`config.mk`:
```
export PLATFORM = sky130hd
export DESIGN_NAME = psa_front
export DESIGN_NICKNAME = d
export VERILOG_FILES = /design/src/hdl/assert_macros.svh /design/src/hdl/psa_pkg.sv /design/src/hdl/psa_front.sv
export SDC_FILE = /design/constraint.sdc
export NUM_CORES = 1
export LEC_CHECK = 0
export ABC_AREA = 1
export BUFFER_PORTS_ARGS = -buffer_cell sky130_fd_sc_hd__buf_2
export CAP_MARGIN = 20
export CORE_UTILIZATION = 40
export DETAILED_ROUTE_END_ITERATION = 8
export GPL_TIMING_DRIVEN = 0
export PLACE_DENSITY = 0.84
export SLEW_MARGIN = 0
export SYNTH_ARGS = -nofsm -noshare
export SYNTH_HDL_FRONTEND = slang
export SYNTH_SLANG_ARGS = --single-unit
```
`constraint.sdc`:
```
create_clock -name vclk -period 1.4
set_input_delay 0 -clock vclk [all_inputs]
set_output_delay 0 -clock vclk [all_outputs]
set_load 0.02 [all_outputs]
```
`src/hdl/assert_macros.svh`:
```
// ---------------------------------------------------------------------------
// assertion macros shared by the pedestal statistics rtl
// ---------------------------------------------------------------------------
`ifndef ASSERT_MACROS_SVH
`define ASSERT_MACROS_SVH

// property must hold at every clock edge out of reset
`define PSA_ASSERT(lbl, clk, rst_n, prop, msg) \
    lbl: assert property (@(posedge clk) disable iff (!rst_n) prop) else $error(msg);

// condition must never be seen at a clock edge out of reset
`define PSA_NEVER(lbl, clk, rst_n, cond, msg) \
    `PSA_ASSERT(lbl, clk, rst_n, !(cond), msg)

`endif

```
`src/hdl/psa_pkg.sv`:
```
`timescale 1ns / 1ps
// ---------------------------------------------------------------------------
// psa_pkg
// types, widths and codes shared by the pedestal statistics accumulator
// ---------------------------------------------------------------------------
package psa_pkg;

    // geometry
    localparam int MODULES           = 32;
    localparam int CHIPS             = 16;
    localparam int CHANNELS_PER_CHIP = 18;
    localparam int COUNT_BITS        = 20;
    localparam int CELL_COUNT        = MODULES * CHIPS * CHANNELS_PER_CHIP;
    localparam int CELL_BITS         = $clog2(CELL_COUNT);

    // field widths
    localparam int CMD_BITS  = 2;
    localparam int MOD_BITS  = 5;
    localparam int CHIP_BITS = 4;
    localparam int CHAN_BITS = 5;
    localparam int ADC_BITS  = 16;
    localparam int Q_BITS    = 24;
    localparam int FRAC_BITS = 8;

    // arithmetic widths
    localparam int SUM_BITS    = ADC_BITS + COUNT_BITS;
    localparam int SQ_BITS     = 2 * ADC_BITS + COUNT_BITS;
    localparam int PROD_BITS   = 2 * SUM_BITS;
    localparam int RAD_SHIFT   = 2 * FRAC_BITS;
    localparam int RAD_BITS    = PROD_BITS + RAD_SHIFT;
    localparam int ROOT_BITS   = RAD_BITS / 2;
    localparam int QUOT_BITS   = SUM_BITS + FRAC_BITS;
    localparam int ITER_BITS   = $clog2(QUOT_BITS + 1);

    // shared multiplier, one operand cut into digits
    localparam int MUL_B_BITS  = 16;
    localparam int MPROD_BITS  = SUM_BITS + MUL_B_BITS;
    localparam int SQ_CHUNKS   = (SQ_BITS + MUL_B_BITS - 1) / MUL_B_BITS;
    localparam int S_CHUNKS    = (SUM_BITS + MUL_B_BITS - 1) / MUL_B_BITS;
    localparam int MUL_STEPS   = SQ_CHUNKS + S_CHUNKS;
    localparam int MSTEP_BITS  = $clog2(MUL_STEPS + 1);

    // command queue
    localparam int QUEUE_DEPTH = 2;
    localparam int QPTR_BITS   = (QUEUE_DEPTH > 1) ? $clog2(QUEUE_DEPTH) : 1;
    localparam int QCNT_BITS   = $clog2(QUEUE_DEPTH + 1);

    localparam logic [COUNT_BITS-1:0] VALID_RESET = COUNT_BITS'(450);

    typedef enum logic [CMD_BITS-1:0] {
        CMD_ACC   = 2'd0,
        CMD_READ  = 2'd1,
        CMD_CLEAR = 2'd2,
        CMD_SPARE = 2'd3
    } t_cmd;

    typedef enum logic [1:0] {
        OP_ACC   = 2'd0,
        OP_READ  = 2'd1,
        OP_CLEAR = 2'd2,
        OP_ZERO  = 2'd3
    } t_op;

    typedef struct packed {
        t_op                  op;
        logic [CELL_BITS-1:0] cell_idx;
        logic [ADC_BITS-1:0]  adc;
    } t_entry;

    typedef struct packed {
        logic [SUM_BITS-1:0]   sum;
        logic [SQ_BITS-1:0]    sq;
        logic [COUNT_BITS-1:0] cnt;
    } t_stats;

    typedef struct packed {
        logic [Q_BITS-1:0] mean;
        logic [Q_BITS-1:0] err;
    } t_res;

    typedef struct packed {
        logic [Q_BITS-1:0]     mean;
        logic [Q_BITS-1:0]     err;
        logic [COUNT_BITS-1:0] count;
        logic                  valid;
        logic                  sat;
    } t_result;

    typedef struct packed {
        logic init_busy;
    } t_back_status;

endpackage

```
`src/hdl/psa_front.sv`:
```
`timescale 1ns / 1ps
// ---------------------------------------------------------------------------
// psa_front
// input word decode: command class, cell number and range check
// ---------------------------------------------------------------------------
module psa_front (
    input  logic                            i_s_tvalid,
    output logic                            o_s_tready,
    input  logic [psa_pkg::CMD_BITS-1:0]    i_command,
    input  logic [psa_pkg::MOD_BITS-1:0]    i_module_index,
    input  logic [psa_pkg::CHIP_BITS-1:0]   i_chip_index,
    input  logic [psa_pkg::CHAN_BITS-1:0]   i_channel_index,
    input  logic [psa_pkg::ADC_BITS-1:0]    i_adc_value,
    input  psa_pkg::t_back_status           i_status,
    input  logic                            i_q_full,
    output logic                            o_push,
    output psa_pkg::t_entry                 o_entry
);

    logic                           w_in_range;
    logic [psa_pkg::CELL_BITS-1:0]  w_row;

    assign w_in_range = (int'(i_module_index) < psa_pkg::MODULES)
                     && (int'(i_chip_index) < psa_pkg::CHIPS)
                     && (int'(i_channel_index) < psa_pkg::CHANNELS_PER_CHIP);

    assign w_row = psa_pkg::CELL_BITS'(i_module_index) * psa_pkg::CELL_BITS'(psa_pkg::CHIPS)
                 + psa_pkg::CELL_BITS'(i_chip_index);

    assign o_s_tready = !i_q_full && !i_status.init_busy;
    assign o_push     = i_s_tvalid && o_s_tready;

    always_comb begin
        o_entry.adc      = i_adc_value;
        o_entry.cell_idx = w_row * psa_pkg::CELL_BITS'(psa_pkg::CHANNELS_PER_CHIP)
                         + psa_pkg::CELL_BITS'(i_channel_index);
        unique case (i_command)
            psa_pkg::CMD_ACC:   o_entry.op = w_in_range ? psa_pkg::OP_ACC : psa_pkg::OP_ZERO;
            psa_pkg::CMD_READ:  o_entry.op = w_in_range ? psa_pkg::OP_READ : psa_pkg::OP_ZERO;
            psa_pkg::CMD_CLEAR: o_entry.op = psa_pkg::OP_CLEAR;
            default:            o_entry.op = psa_pkg::OP_ZERO;
        endcase
    end

endmodule

```
* After elaboration in Yosys (flattened, before gate mapping) *
Index checks and enable logic that the tools add are counted.
W data, S select, Z words.

storage, ports and cells
  flip-flop bits (word level) = 0
  word-level logic and storage cells = 14
  output and inout bits = 34
  input bits = 35

cells by class
  muxes and demuxes = 3
  multiply operators = 1
  equal/unequal tests = 2
  magnitude comparators = 1
  reductions and logical operators = 5
  add/subtract/negate cells = 2

operators with widths
  kind                     count
  $add A14 B5 Y14          1
  $mul A10 B4 Y13 const B  1
  $add A9 B4 Y10           1
  $pmux W2 S3              1
  $lt A5 B5 Y1 const B     1
  $mux W2                  2
  $eq A2 B1 Y1 const B     1
  $eq A2 B2 Y1 const B     1
  $logic_and A1 B1 Y1      2
  $logic_not A1 Y1         2
  $logic_not A2 Y1         1

* Depth between registers and ports, before layout *
  word-level depth = 3
  depth in mapped cells = 13
  mapped depth without buffers = 13

* Least setup slack after synthesis *
OpenSTA, ideal clock, no wires.

  path type = input to output
  start point = input i_module_index[0] (netlist bit)
  end point = output o_entry[26] (netlist bit)
  stages on the path = 8
  path buffers = 0
  setup slack = -397 ps
  data arrival time = 1797 ps
  cell sequence = ha_1 -> ha_1 -> fa_1 -> xnor2_1 -> nor2_4 -> nand2_2 -> nor2_4 -> xor2_1

RTL lines
  item         line             text
  from (decl)  psa_front.sv:10  input logic [psa_pkg::MOD_BITS-1:0] i_module_index,
  to (decl)    psa_front.sv:17  output psa_pkg::t_entry o_entry

==> results.txt <==
The flow ran to the end, but the final reports show violations. The final reports fail on negative setup slack. The required time of the worst setup path came out at 1400 ps.

The largest family of logic cells by synthesized area is simple AND/OR/NAND/NOR gates. The number of warning messages in the yosys log is 0. The cell area after technology mapping is 970 sq um. The layout has 0 clock buffers.

The number of cells in the design after placement is 230. The cell taking the most area after synthesis is ha_1. The die width came out at 51.2 um. For the pin with the worst max-slew slack, the measured transition is 298 ps. Across every metal layer, demand over resource in global routing totals 0.182. The detailed placer's ending HPWL is 1840 um. Sorting the synthesized cells by how often they occur yields nand2_1, inv_1, buf_4. The final critical-path share of the clock period is 1.31. The count of input and output buffers came out at 52. Wires add up to 2330 um. The number of nets in the final layout is 265. The die outline height is 51.2 um. The post-layout worst setup margin came out at -431 ps.

For the worst setup path, the data arrival time is 1830 ps. The number of hold-repair buffers added at the cts stage is 0. The reported max-cap violation count came out at 0.

Dividing total power by cell area gives a power density of 608 mW/mm^2. For this block, the via count after detailed routing is 1110. The most common cell in the synthesized netlist is nand2_1. Setup repair after global routing could not meet its margin everywhere.

The number of nets still failing antenna checks after routing came out at 0. For this configuration, the core starts out at a cell density of 0.430. For this run the aggregate overflow at the end of global routing stands at 0. The count of fill cells added during filler insertion came out at 196. The share of synthesized area in the top cell type comes to 0.206. The adder and majority cell fraction of the synthesized area is 0.248.

Synthesis produced 150 cells. The number of antenna violations at the first check in global routing is 0. The largest net degree at the start of global routing is 7. The number of sequential cells in the layout came out at 0.

The largest driver fanout on the critical path is 3. The upper clock frequency limit is 0.546 GHz. In the final layout, flip-flops and latches occupy 0 sq um. STA classifies the critical path endpoint as a primary output. The count of standard-cell rows is 17. The die covers 0.00263 sq mm. The detailed router's first-iteration violation count is 16. The wire length per cell came out at 9.81 um. Yosys attributes the largest share of cell area to ha_1, nand2_1, buf_4, inv_1, nand3_1.

The count of final setup violators came out at 8. The number of max-slew violations in the final report came to 0. The final-report hold violation count is 0. The share of final-layout standard cells stronger than drive strength 1 came out at 0.581. The number of standard cells in the layout, taps in and fillers out is 238.

The global placer's final weighted congestion is 0.812. Prior to clock tree synthesis, the placed netlist has a worst setup slack of -518 ps. The share of the Yosys chip area taken by registers is 0. The multi-input combinational cells in the finished layout cover a total of 948 sq um. The final critical path time including I/O delays and setup is 1830 ps. Of the total synthesized cell area, the portion taken by AND, OR, NAND and NOR gates is 0.392. The average cell area after synthesis is 6.46 sq um.

The worst hold path belongs to the class in2out. The number of primary I/O pins is 69. The static power due to leakage came out at 0.874 nW. The routed via count divided by cell count is 4.66.

Counting distinct cell types in the post-synthesis netlist gives 28. The first global-routing pass estimated 3770 um of wire. The number of inserted diodes came out at 0. Counting every net in the synthesized netlist gives 203. The category of the most critical setup path is in2out. The synthesized-area fraction occupied by ao, oa, aoi and oai cells is 0.0516. The xor/xnor cell area share of the yosys netlist is 0.0723. The count of TritonRoute iterations in the first routing pass is 4. From synthesis to final layout, the design area changed by 65.7%.

The worst setup path is launched from an input port. The worst slew margin relative to its limit is 0.799. The mux cell area share after synthesis came out at 0. The DRC violation count after routing came out at 0. The core box area came out at 0.00225 sq mm. The via count of the first global-routing pass is 955.

IR analysis of the VDD net gives a maximum drop of 0.381 mV.
==> stage by stage <==
| step | utilization | TNS, ps | cell area (sq um) | total power, mW | hold WS [ps] |
|---|---|---|---|---|---|
| after floorplan | - | -723 | 1070 | 0.613 | 74.9 |
| after CTS | 0.691 | -2490 | 1560 | 0.937 | 218 |
| after global placement | 0.608 | -2590 | 1370 | 0.789 | 217 |
| after global routing | 0.713 | -3110 | 1610 | 1.07 | 221 |
| final | 0.713 | -2600 | 1610 | 0.976 | 217 |
| after detailed placement | 0.608 | -2700 | 1370 | 0.804 | 218 |
==> cell usage in the layout (no fill, tap or decap), drive strengths merged, types with 2 or more instances in the layout <==
cell   instances
buf           77
nand2         44
inv           26
ha            16
nand3         13
nor2          11
xnor2          5
xor2           3
nand4          2
fa             2
==> area by class of cell <==
class / count / share of cell area
repair buffers: 60 / 0.245
well taps: 28 / 0.0218
inverters: 27 / 0.0631
plain buffers: 17 / 0.0794
multi-input cells: 106 / 0.590
==> per-layer routing <==
layer	routed length [um]	part of all wire	vias up	GRT usage
met5	0	0	-	0
met4	0	0	0	0
met3	101	0.043	0	0.00298
met2	1320	0.57	41	0.399
met1	907	0.39	491	0.198
li1	-	-	578	-
==> power breakdown <==
group | leakage [nW] | internal [mW] | total [mW] | switching [mW]
logic | 0.874 | 0.449 | 0.976 | 0.527
registers | 0 | 0 | 0 | 0
clock network | 0 | 0 | 0 | 0
==> critical path: stages <==
cell     delay (ps)
buf_8           100
ha_4            230
ha_4            160
fa_2            540
inv_2            50
nor2_4          160
nand2_4          80
nor2_4          190
nand2_1          80
nand2_1          70
nand2_2          50
buf_6           120
==> cells by family (layout without fill, tap and decap cells) <==
family / Yosys count / after routing
buf+inv: 44 / 104
compound gates: 7 / 7
fa+ha+maj: 18 / 18
xor+xnor: 8 / 8
simple gates: 73 / 73
==> final timing paths <==
kind / start / end / slack [ps] / depth (start not counted)
setup / recovery: i_chip_index[1] / o_entry[28] / -430 / 12
hold / removal: i_adc_value[11] / o_entry[11] / 220 / 2
==> timing repair <==
item	4_1_cts	5_1_grt
hold endpoints to repair	0	0
setup endpoints to repair	8	8
resized for setup	30	5
setup buffers	7	1
pin swaps	20	4
No activity file was read; power rests on OpenSTA's default activity.
