**src/hdl/assert_macros.svh**
```systemverilog
// ---------------------------------------------------------------------------
// assertion macros shared by the pedestal statistics rtl
// ---------------------------------------------------------------------------
`ifndef ASSERT_MACROS_SVH
`define ASSERT_MACROS_SVH

// property must hold at every clock edge out of reset
`define PSA_ASSERT(lbl, clk, rst_n, prop, msg) \
    lbl: assert property (@(posedge clk) disable iff (!rst_n) prop) else $error(msg);

// condition must never be seen at a clock edge out of reset
`define PSA_NEVER(lbl, clk, rst_n, cond, msg) \
    `PSA_ASSERT(lbl, clk, rst_n, !(cond), msg)

`endif

```
**src/hdl/psa_pkg.sv**
```systemverilog
`timescale 1ns / 1ps
// ---------------------------------------------------------------------------
// psa_pkg
// types, widths and codes shared by the pedestal statistics accumulator
// ---------------------------------------------------------------------------
package psa_pkg;

    // geometry
    localparam int MODULES           = 32;
    localparam int CHIPS             = 16;
    localparam int CHANNELS_PER_CHIP = 18;
    localparam int COUNT_BITS        = 20;
    localparam int CELL_COUNT        = MODULES * CHIPS * CHANNELS_PER_CHIP;
    localparam int CELL_BITS         = $clog2(CELL_COUNT);

    // field widths
    localparam int CMD_BITS  = 2;
    localparam int MOD_BITS  = 5;
    localparam int CHIP_BITS = 4;
    localparam int CHAN_BITS = 5;
    localparam int ADC_BITS  = 16;
    localparam int Q_BITS    = 24;
    localparam int FRAC_BITS = 8;

    // arithmetic widths
    localparam int SUM_BITS    = ADC_BITS + COUNT_BITS;
    localparam int SQ_BITS     = 2 * ADC_BITS + COUNT_BITS;
    localparam int PROD_BITS   = 2 * SUM_BITS;
    localparam int RAD_SHIFT   = 2 * FRAC_BITS;
    localparam int RAD_BITS    = PROD_BITS + RAD_SHIFT;
    localparam int ROOT_BITS   = RAD_BITS / 2;
    localparam int QUOT_BITS   = SUM_BITS + FRAC_BITS;
    localparam int ITER_BITS   = $clog2(QUOT_BITS + 1);

    // shared multiplier, one operand cut into digits
    localparam int MUL_B_BITS  = 16;
    localparam int MPROD_BITS  = SUM_BITS + MUL_B_BITS;
    localparam int SQ_CHUNKS   = (SQ_BITS + MUL_B_BITS - 1) / MUL_B_BITS;
    localparam int S_CHUNKS    = (SUM_BITS + MUL_B_BITS - 1) / MUL_B_BITS;
    localparam int MUL_STEPS   = SQ_CHUNKS + S_CHUNKS;
    localparam int MSTEP_BITS  = $clog2(MUL_STEPS + 1);

    // command queue
    localparam int QUEUE_DEPTH = 2;
    localparam int QPTR_BITS   = (QUEUE_DEPTH > 1) ? $clog2(QUEUE_DEPTH) : 1;
    localparam int QCNT_BITS   = $clog2(QUEUE_DEPTH + 1);

    localparam logic [COUNT_BITS-1:0] VALID_RESET = COUNT_BITS'(450);

    typedef enum logic [CMD_BITS-1:0] {
        CMD_ACC   = 2'd0,
        CMD_READ  = 2'd1,
        CMD_CLEAR = 2'd2,
        CMD_SPARE = 2'd3
    } t_cmd;

    typedef enum logic [1:0] {
        OP_ACC   = 2'd0,
        OP_READ  = 2'd1,
        OP_CLEAR = 2'd2,
        OP_ZERO  = 2'd3
    } t_op;

    typedef struct packed {
        t_op                  op;
        logic [CELL_BITS-1:0] cell_idx;
        logic [ADC_BITS-1:0]  adc;
    } t_entry;

    typedef struct packed {
        logic [SUM_BITS-1:0]   sum;
        logic [SQ_BITS-1:0]    sq;
        logic [COUNT_BITS-1:0] cnt;
    } t_stats;

    typedef struct packed {
        logic [Q_BITS-1:0] mean;
        logic [Q_BITS-1:0] err;
    } t_res;

    typedef struct packed {
        logic [Q_BITS-1:0]     mean;
        logic [Q_BITS-1:0]     err;
        logic [COUNT_BITS-1:0] count;
        logic                  valid;
        logic                  sat;
    } t_result;

    typedef struct packed {
        logic init_busy;
    } t_back_status;

endpackage

```
**src/hdl/psa_queue.sv**
```systemverilog
`timescale 1ns / 1ps
// ---------------------------------------------------------------------------
// psa_queue
// short command queue between decode and execution
// ---------------------------------------------------------------------------
`include "assert_macros.svh"

module psa_queue (
    input  logic            i_clk,
    input  logic            i_rst_n,
    input  logic            i_push,
    input  psa_pkg::t_entry i_entry,
    input  logic            i_pop,
    output logic            o_full,
    output logic            o_valid,
    output psa_pkg::t_entry o_entry
);

    psa_pkg::t_entry                r_mem [psa_pkg::QUEUE_DEPTH];
    logic [psa_pkg::QPTR_BITS-1:0]  r_wr_ptr;
    logic [psa_pkg::QPTR_BITS-1:0]  r_rd_ptr;
    logic [psa_pkg::QCNT_BITS-1:0]  r_count;

    assign o_full  = (r_count == psa_pkg::QCNT_BITS'(psa_pkg::QUEUE_DEPTH));
    assign o_valid = (r_count != '0);
    assign o_entry = r_mem[r_rd_ptr];

    always_ff @(posedge i_clk) begin
        if (!i_rst_n) begin
            r_wr_ptr <= '0;
            r_rd_ptr <= '0;
            r_count  <= '0;
        end else begin
            if (i_push) begin
                r_wr_ptr <= (r_wr_ptr == psa_pkg::QPTR_BITS'(psa_pkg::QUEUE_DEPTH - 1))
                            ? '0 : r_wr_ptr + 1'b1;
            end
            if (i_pop) begin
                r_rd_ptr <= (r_rd_ptr == psa_pkg::QPTR_BITS'(psa_pkg::QUEUE_DEPTH - 1))
                            ? '0 : r_rd_ptr + 1'b1;
            end
            if (i_push && !i_pop) begin
                r_count <= r_count + 1'b1;
            end else if (i_pop && !i_push) begin
                r_count <= r_count - 1'b1;
            end
        end
    end

    always_ff @(posedge i_clk) begin
        if (i_push) begin
            r_mem[r_wr_ptr] <= i_entry;
        end
    end

    `PSA_NEVER(a_q_no_overflow, i_clk, i_rst_n, i_push && o_full, "push into full queue")
    `PSA_NEVER(a_q_no_underflow, i_clk, i_rst_n, i_pop && !o_valid, "pop from empty queue")

endmodule

```
**config.mk**
```make
export PLATFORM = sky130hd
export DESIGN_NAME = psa_queue
export DESIGN_NICKNAME = d
export VERILOG_FILES = /design/src/hdl/psa_pkg.sv /design/src/hdl/psa_queue.sv
export VERILOG_INCLUDE_DIRS = /design/src /design/src/hdl
export SDC_FILE = /design/constraint.sdc
export NUM_CORES = 1
export LEC_CHECK = 0
export ABC_AREA = 1
export BUFFER_PORTS_ARGS = -buffer_cell sky130_fd_sc_hd__buf_4
export CORE_ASPECT_RATIO = 0.5
export CORE_UTILIZATION = 35
export DETAILED_ROUTE_END_ITERATION = 10
export GPL_TIMING_DRIVEN = 0
export PLACE_DENSITY = 0.62
export SYNTH_ARGS = -nofsm -noshare
export SYNTH_HDL_FRONTEND = slang
export SYNTH_SLANG_ARGS = --single-unit
```
**constraint.sdc**
```tcl
create_clock -name i_clk -period 4.17 [get_ports i_clk]
set_input_delay 0.834 -clock i_clk [delete_from_list [all_inputs] [get_ports i_clk]]
set_output_delay 0.834 -clock i_clk [all_outputs]
set_load 0.02 [all_outputs]
```
## Word level (Yosys, flattened, before mapping)

Memory sizes are Yosys's and may differ from the RTL's. A register that Yosys moved wholly into a read port is not among the register bits.
Index checks and enable logic that the tools add are counted.

- $add $sub $neg: 4
- Eq/ne operators: 1
- Muxes and demuxes: 8
- Reduce and logical (&&, ||, !) cells: 6

Operator list:

| kind | count |
|---|---|
| 1-bit 2-to-1 mux | 6 |
| 2-bit 2-to-1 mux | 2 |
| 2-bit nonzero test | 2 |
| 1-bit adder, second input constant | 2 |
| 2-bit by 1-bit adder with 2-bit output, second input constant | 1 |
| 2-bit == test, second input constant | 1 |
| 1-bit logical AND | 2 |
| 1-bit zero test | 2 |
| 2-bit by 1-bit subtractor with 2-bit output, second input constant | 1 |

- Register bits: 4
- Memory bits (writable): 64
- Output and inout bits: 34
- Logic and storage cells: 23
- Memories kept: 1

Memories:

| memory | words | bits a word | rd ports | clocked after Yosys merged registers in | wr ports | line | text |
|---|---|---|---|---|---|---|---|
| r_mem | 2 | 32 | 1 | 1 | 1 | psa_queue.sv:19 | `psa_pkg::t_entry r_mem [psa_pkg::QUEUE_DEPTH];` |

## Longest topological paths before layout

Gate-level depths: netlist of the first run.

- Depth in word-level cells: 4
- Depth in mapped cells: 8
- Gate-level depth less buffers: 8

## Worst setup path after synthesis of the first run

No wires, ideal clock.

- Path kind: input to register
- From: in i_push
- To: mem r_mem[0][0] in the netlist's numbering, enable pin
- Library setup time: 0.422 ns
- Arrival time: 2.223 ns
- Data required time: 3.748 ns
- Slack: 1.525 ns
- Stages on the path: 2
- Path buffers: 0
- Path through: inv_1 -> nor2_1

- Cells in the longest elaborated chain, start to end: 2

RTL lines:

| item | line | text |
|---|---|---|
| start, declared | psa_queue.sv:11 | `input logic i_push,` |
| 1-bit 2-to-1 mux | psa_queue.sv:51 | `if (i_push) begin` |
| 1-bit 2-to-1 mux (not written as such) | psa_queue.sv:52 | `r_mem[r_wr_ptr] <= i_entry;` |
| end, declared | psa_queue.sv:19 |  |

Every way passes these cells.

## Final worst setup path of the first run

- From: in i_push
- To: mem r_mem[1][6] in the netlist's numbering, enable pin

The elaborated chain is that of the path after synthesis.

==> impl_metrics.ini, run 1 <==
[drt]
drc = 0
firstDrtPassIters = 4
antenna_left = 0
vias = 1391
viasPerCell = 4.388
drt_iter0_markers = 66
wire_per_inst_um = 13.36
drt_wl_total_um = 4235

[floorplan]
rows = 22
coreArea_um2 = 7377
start_util_pct = 36.52
die_w_um = 126.1
io_pins = 70
die_h_um = 64.04
die_area_um2 = 8073

[power]
power_density_nw_per_um2 = 466.8
seq_power_share_pct = 47.9
switchingPower_mw = 0.3547
p_clk_share_pct = 38.7
ir_worst_vdd_mv = 0.2055
leakage_nw = 1.469
p_int_mw = 1.339
sw_frac_of_total_pct = 20.94
combPwrFrac_pct = 13.4

[synthesis]
syn_nets = 172
synthTopCellsByArea = edfxtp_1 71%, mux2_4 17%, dfxtp_1 3.7%, buf_12 2.2%, nand2_1 1.3%
ys.flop_type = edfxtp_1
synth_edf_count = 64
synth_cell_type_count = 14
avgSynthCellArea_um2 = 19.95
synth_most_common_cell = edfxtp_1
synth_area_leader_cell = edfxtp_1
syn_inst = 135
ys_seq_area_share_pct = 75.06
ys_ff_latch = 69
async_reset_ff_share_pct = 0
synth_area_um2 = 2694
ys.warnings.count = 0
yosys-top-cells-count = 64 x edfxtp_1, 30 x mux2_4, 9 x nand2_1, 8 x inv_1, 8 x nor2_1
yosysTopAreaCellShare_pct = 71.34

[critical_path]
critical_path.max_fanout = 32
r2r_cells = 2
cp-start-kind = input pin
worstSetupPathType = in2reg
crit_required_ns = 3.86
cp_cell_sequence = buf_4 > nand2_1 > clkinv_1
crit_start = i_push
critPathTopFamily = buffers and inverters
cp_slowest_cell = clkinv_1
crit_cells = 3
worst_ep_arrival_time_ns = 1.97
end_kind = flop
worst-path-buf-inv = 2
reg2reg_slack_ns = 2.19
slowest_delay_ns = 0.92
r2r-start = r_wr_ptr$_SDFFE_PN0P_
r2r-end = r_mem[1][6]$_DFFE_PP_
setup.worst_path.end = r_mem[1][6]$_DFFE_PP_

[clock_tree]
post_cts_buffers = 0
clock_sinks = 69
cts_tree = done
cts_max_level = 3
clk_path_buf_depth = 2
hold_buffers = 0
numCtsBuffers = 9
ctsResizeCount = 0
path_clk_slew_ns = 0.05
clk_latency_ns = 0.32
cts_root_buf = clkbuf_16

[global_route]
grt_use_total_pct = 11.73
grt-ovfl-total = 0
grt_max_degree = 33
grt_pass1_wl_um = 6831
first_global_vias = 1420
antenna_found_initial = 0

[hold_path]
min_path_type = reg2reg

[timing]
relSlewSlack_pct = 19.60
worst-slew-pin-transition_ns = 1.199
setup_viol = 0
max_freq_ghz = 0.4391
timing.final.crit_period_ns = 2.277
tns_ns = 0
grt_setup_unrepaired = no
skew_ns = 0.007544
hold_viol = 0
drv_slew = 0
setup_slack_ns = 1.893
timing.final.crit_share_pct = 54.61

[cells_and_area]
fin_util_pct = 49.19
drive_above_1_share_pct = 52.94
num-fill-cells = 629
areaGrowthSynthToFinish_pct = 34.70
nNetsFinal = 253
n_antenna_cell = 0

[place]
gp_congestion = 0.6772
dpl.hpwl_um = 2925
port_buffers = 69
dpl_worst_slack_ns = 1.715

[outcome]
outcome = finished clean

[flow_run]
maxCapViolations = 0
==> worst reg2reg max path: stages, from the launching register on <==
cell      delay, ns
dfxtp_1        0.34
nand2_1        0.09
clkinv_1       0.92
==> cell usage in the layout, fill, tap and decap left out, drive strengths merged <==
cell and n:
a21oi 1, buf 74, clkbuf 16, clkinv 1, dfxtp 5, edfxtp 64
ha 1, inv 7, mux2 32, nand2 9, nand3 1, nand4 1
nor2 8, o21ai 1
==> power groups by stage <==
| stage | sequential, mW | clock (mW) | combinational [mW] |
|---|---|---|---|
| after floorplan | 0.822 | 0 | 0.136 |
| after global placement | 0.823 | 0 | 0.221 |
| after detailed placement | 0.825 | 0 | 0.231 |
| after CTS | 0.811 | 0.675 | 0.231 |
| after global routing | 0.813 | 0.709 | 0.243 |
| final | 0.811 | 0.656 | 0.227 |
==> worst min-delay path by stage <==
stage,from,endpoint,slack [ns],cells past startpoint
after CTS,r_rd_ptr$_SDFFE_PN0P_,flop,0.52,2
after detailed placement,r_rd_ptr$_SDFFE_PN0P_,flop,0.51,2
after floorplan,r_rd_ptr$_SDFFE_PN0P_,flop,0.46,2
after global placement,r_rd_ptr$_SDFFE_PN0P_,r_rd_ptr$_SDFFE_PN0P_,0.48,2
final,r_rd_ptr$_SDFFE_PN0P_,r_rd_ptr$_SDFFE_PN0P_,0.51,2
after global routing,r_rd_ptr$_SDFFE_PN0P_,r_rd_ptr$_SDFFE_PN0P_,0.55,2
==> cell type report <==
cell class	count	area, µm²	share of cell area (%)
flip-flops and latches	69	2022	55.72
multi-input cells	54	578.1	15.93
repair buffers	70	545.5	15.03
clock buffers	16	261.5	7.207
well taps	96	120.1	3.310
plain buffers	4	71.32	1.966
inverters	8	30.03	0.8276
==> sequential cells by signal, indices dropped and copies added, names as in the netlist, named ones only <==
signal and flops:
r_count 2, r_mem 64, r_rd_ptr 1, r_wr_ptr 1
==> cells by family (layout without fill, tap and decap cells) <==
| logic type | count (synthesis) | after routing | share of synthesized area, % |
|---|---|---|---|
| AO/OA/AOI/OAI | 2 | 2 | 0.3712 |
| adder cells (fa/ha/maj) | 1 | 1 | 0.4644 |
| buffers and inverters | 12 | 98 | 3.762 |
| flip-flops | 69 | 69 | 75.06 |
| multiplexers | 32 | 32 | 17.56 |
| AND/OR/NAND/NOR | 19 | 19 | 2.787 |
==> metal layers <==
metal  part of all wire, %  track usage (%)
met1                    39            12.11
met2                    55            20.72
met3                   4.3            4.523
met4                   2.4            6.777
met5                     0                0
==> per-stage QoR <==
step                      total power, mW  hold WS, ns  std cells  cell area, µm²
after floorplan                    0.9575       0.4635        135            2694
after global placement              1.045       0.4792        300            3332
after detailed placement            1.056       0.5119        301            3367
after CTS                           1.718       0.5240        317            3628
after global routing                1.765       0.5514        317            3628
final                               1.694       0.5106        317            3628
Power figures use the tool's default switching activity.
==> inputs of run 2 (changes only) <==
--- a/config.mk
+++ b/config.mk
@@ -6,7 +6,7 @@
 export SDC_FILE = /design/constraint.sdc
 export NUM_CORES = 1
 export LEC_CHECK = 0
-export ABC_AREA = 1
+export ABC_AREA = 0
 export BUFFER_PORTS_ARGS = -buffer_cell sky130_fd_sc_hd__buf_4
 export CORE_ASPECT_RATIO = 0.5
 export CORE_UTILIZATION = 35
==> constraint.sdc (replaced) <==
create_clock -name i_clk -period 2.19 [get_ports i_clk]
set_input_delay 0.438 -clock i_clk [delete_from_list [all_inputs] [get_ports i_clk]]
set_output_delay 0.438 -clock i_clk [all_outputs]
set_load 0.02 [all_outputs]
==> run 2 against run 1 <==
Hold slack got worse by 0.21 ns. Critical path type is now reg2out. Non-clock buffer count did not move. Setup slack got worse by 1.6 ns.
==> impl_metrics.ini, run 2 <==
[place]
gp_congestion = 0.6124
dpl_worst_slack_ns = 0.5551
dpl.hpwl_um = 2842
placed_cell_area_um2 = 3201
port_buffers = 69
dp_cells = 284

[timing]
timing.final.crit_period_ns = 1.942
timing.final.crit_share_pct = 88.69
whs_ns = 0.3040
max_freq_ghz = 0.5149
setup_slack_ns = 0.2478
setup_viol = 0
grt_setup_unrepaired = no
relSlewSlack_pct = 46.98
worst-slew-pin-transition_ns = 0.7953
skew_ns = 0.004503
drv_slew = 0
hold_viol = 0

[synthesis]
ys_seq_area_share_pct = 79.88
synth_edf_count = 64
ys_ff_latch = 69
synth_cell_type_count = 18
synth_area_um2 = 2531
synth_most_common_cell = edfxtp_1
syn_inst = 122
ys.flop_type = edfxtp_1
synth_area_leader_cell = edfxtp_1
syn_nets = 159
ys.warnings.count = 0
async_reset_ff_share_pct = 0
yosys-top-cells-count = 64 x edfxtp_1, 30 x mux2_2, 5 x dfxtp_1, 4 x and2_1, 3 x buf_4
synthTopCellsByArea = edfxtp_1 76%, mux2_2 13%, dfxtp_1 4.0%, and2_1 0.99%, buf_4 0.89%
yosysTopAreaCellShare_pct = 75.93
avgSynthCellArea_um2 = 20.75

[floorplan]
die_h_um = 62.14
rows = 21
io_pins = 70
coreArea_um2 = 6832
start_util_pct = 37.05
die_area_um2 = 7597
die_w_um = 122.3

[cells_and_area]
final_common_cell = buf_4
seqCellArea_um2 = 2022
top_regs = r_mem x64, r_count x2
nNetsFinal = 240
regMostFlops = r_mem
areaGrowthSynthToFinish_pct = 36.28
num-fill-cells = 596
design_area_um2 = 3450
largest_reg_flops = 64
drive_above_1_share_pct = 57.00
multiInputGateArea_um2 = 486.7
n_antenna_cell = 0
final_cell_mix = 72 x buf_4, 64 x edfxtp_1, 30 x mux2_2, 9 x clkbuf_16, 5 x dfxtp_1
final_cells = 299

[clock_tree]
cts_tree = done
path_clk_slew_ns = 0.05
clk_latency_ns = 0.32
clock_sinks = 69
clk_path_buf_depth = 2
hold_buffers = 0
cts_root_buf = clkbuf_16
post_cts_buffers = 0
cts_max_level = 3
ctsResizeCount = 0
numCtsBuffers = 9

[global_route]
grt_max_degree = 33
grt_pass1_wl_um = 6837
antenna_found_initial = 0
grt-ovfl-total = 0
first_global_vias = 1421
grt_use_total_pct = 12.43

[power]
power_density_nw_per_um2 = 917.4
ir_worst_vdd_mv = 0.3664
leakage_nw = 1.315

[critical_path]
crit_required_ns = 1.75
path_common_cell = buf_4
cp_cell_sequence = clkbuf_2 > buf_4 > mux2_2 > buf_4
worstSetupPathType = reg2out
cp_slowest_cell = mux2_2
slowest_delay_ns = 0.35
worst_ep_arrival_time_ns = 1.50
critical_path.max_fanout = 10
cp-start-kind = flop
end_kind = output pin

[drt]
viasPerCell = 4.351
drc = 0
wire_per_inst_um = 14.10
drt_wl_total_um = 4217
firstDrtPassIters = 5
drt_iter0_markers = 77
antenna_left = 0
vias = 1301

[flow_run]
maxCapViolations = 0

[outcome]
outcome = finished clean

[hold_path]
min_path_type = in2reg
run 2: cell count changes after synthesis, moves of 4 or more:
| cell | before | now |
|---|---|---|
| mux2_4 | 30 | 0 |
| mux2_2 | 2 | 30 |
| nand2_1 | 9 | 0 |
| nor2_1 | 8 | 0 |
| inv_1 | 8 | 1 |
| and2_1 | 0 | 4 |
run 2: area by class of cell:
| type | instances | area share [%] |
|---|---|---|
| sequential | 69 | 58.61 |
| multi-input combinational | 48 | 14.11 |
| clock buffer | 11 | 6.746 |
| timing repair buffer | 70 | 15.81 |
| inverter | 1 | 0.1088 |
| tap | 92 | 3.337 |
| buffer | 4 | 0.7980 |
| clock inverter | 4 | 0.4715 |
run 2: final timing paths:
path                           startpoint                       to  slack (ns)  depth (start not counted)
hold / removal                i_entry[20]   r_mem[1][20]$_DFFE_PP_        0.30                          1
setup reg to reg    r_wr_ptr$_SDFFE_PN0P_   r_mem[1][19]$_DFFE_PP_        0.72                          1
setup / recovery                     flop              o_entry[29]        0.25                          4
hold reg to reg   r_count[1]$_SDFFE_PN0P_  r_count[1]$_SDFFE_PN0P_        0.51                          2
run 2: logic make-up (layout without fill, tap and decap cells):
| group | after synthesis | count (layout) | synth area share (%) |
|---|---|---|---|
| DFF | 69 | 69 | 79.88 |
| muxes | 32 | 32 | 14.24 |
| adders and majority gates | 1 | 1 | 0.4942 |
| AOI/OAI and AO/OA | 3 | 3 | 0.7909 |
| and+or+nand+nor | 9 | 9 | 2.323 |
| buffers and inverters | 5 | 90 | 1.235 |
| xor gates and xnor gates | 3 | 3 | 1.038 |
run 2: layer usage:
layer	vias up	routed length, µm	track usage [%]
li1	634	-	-
met1	628	1739	13.97
met2	32	2267	20.93
met3	7	164	4.504
met4	0	45	5.945
met5	-	0	0
run 2: power breakdown:
part	switching (mW)	internal, mW	leakage (nW)
Clock	0.452	0.744	0.122
Combinational	0.209	0.216	0.550
Sequential	0.0206	1.52	0.642
Total	0.682	2.48	1.31
run 2: worst max-delay path: cells and delay by family (launching register included):
family | cells | cell delay [ns]
buffers and inverters | 3 | 0.54
muxes | 1 | 0.35
DFF | 1 | 0.30
run 2: metrics by stage:
step	TNS (ns)	total power, mW	util [%]
finish	0	3.164	50.49
global route	0	3.289	50.49
CTS	0	3.211	50.49
detailed placement	0	2.003	46.85
global placement	-5.158	1.982	46.36
floorplan	0	1.801	-
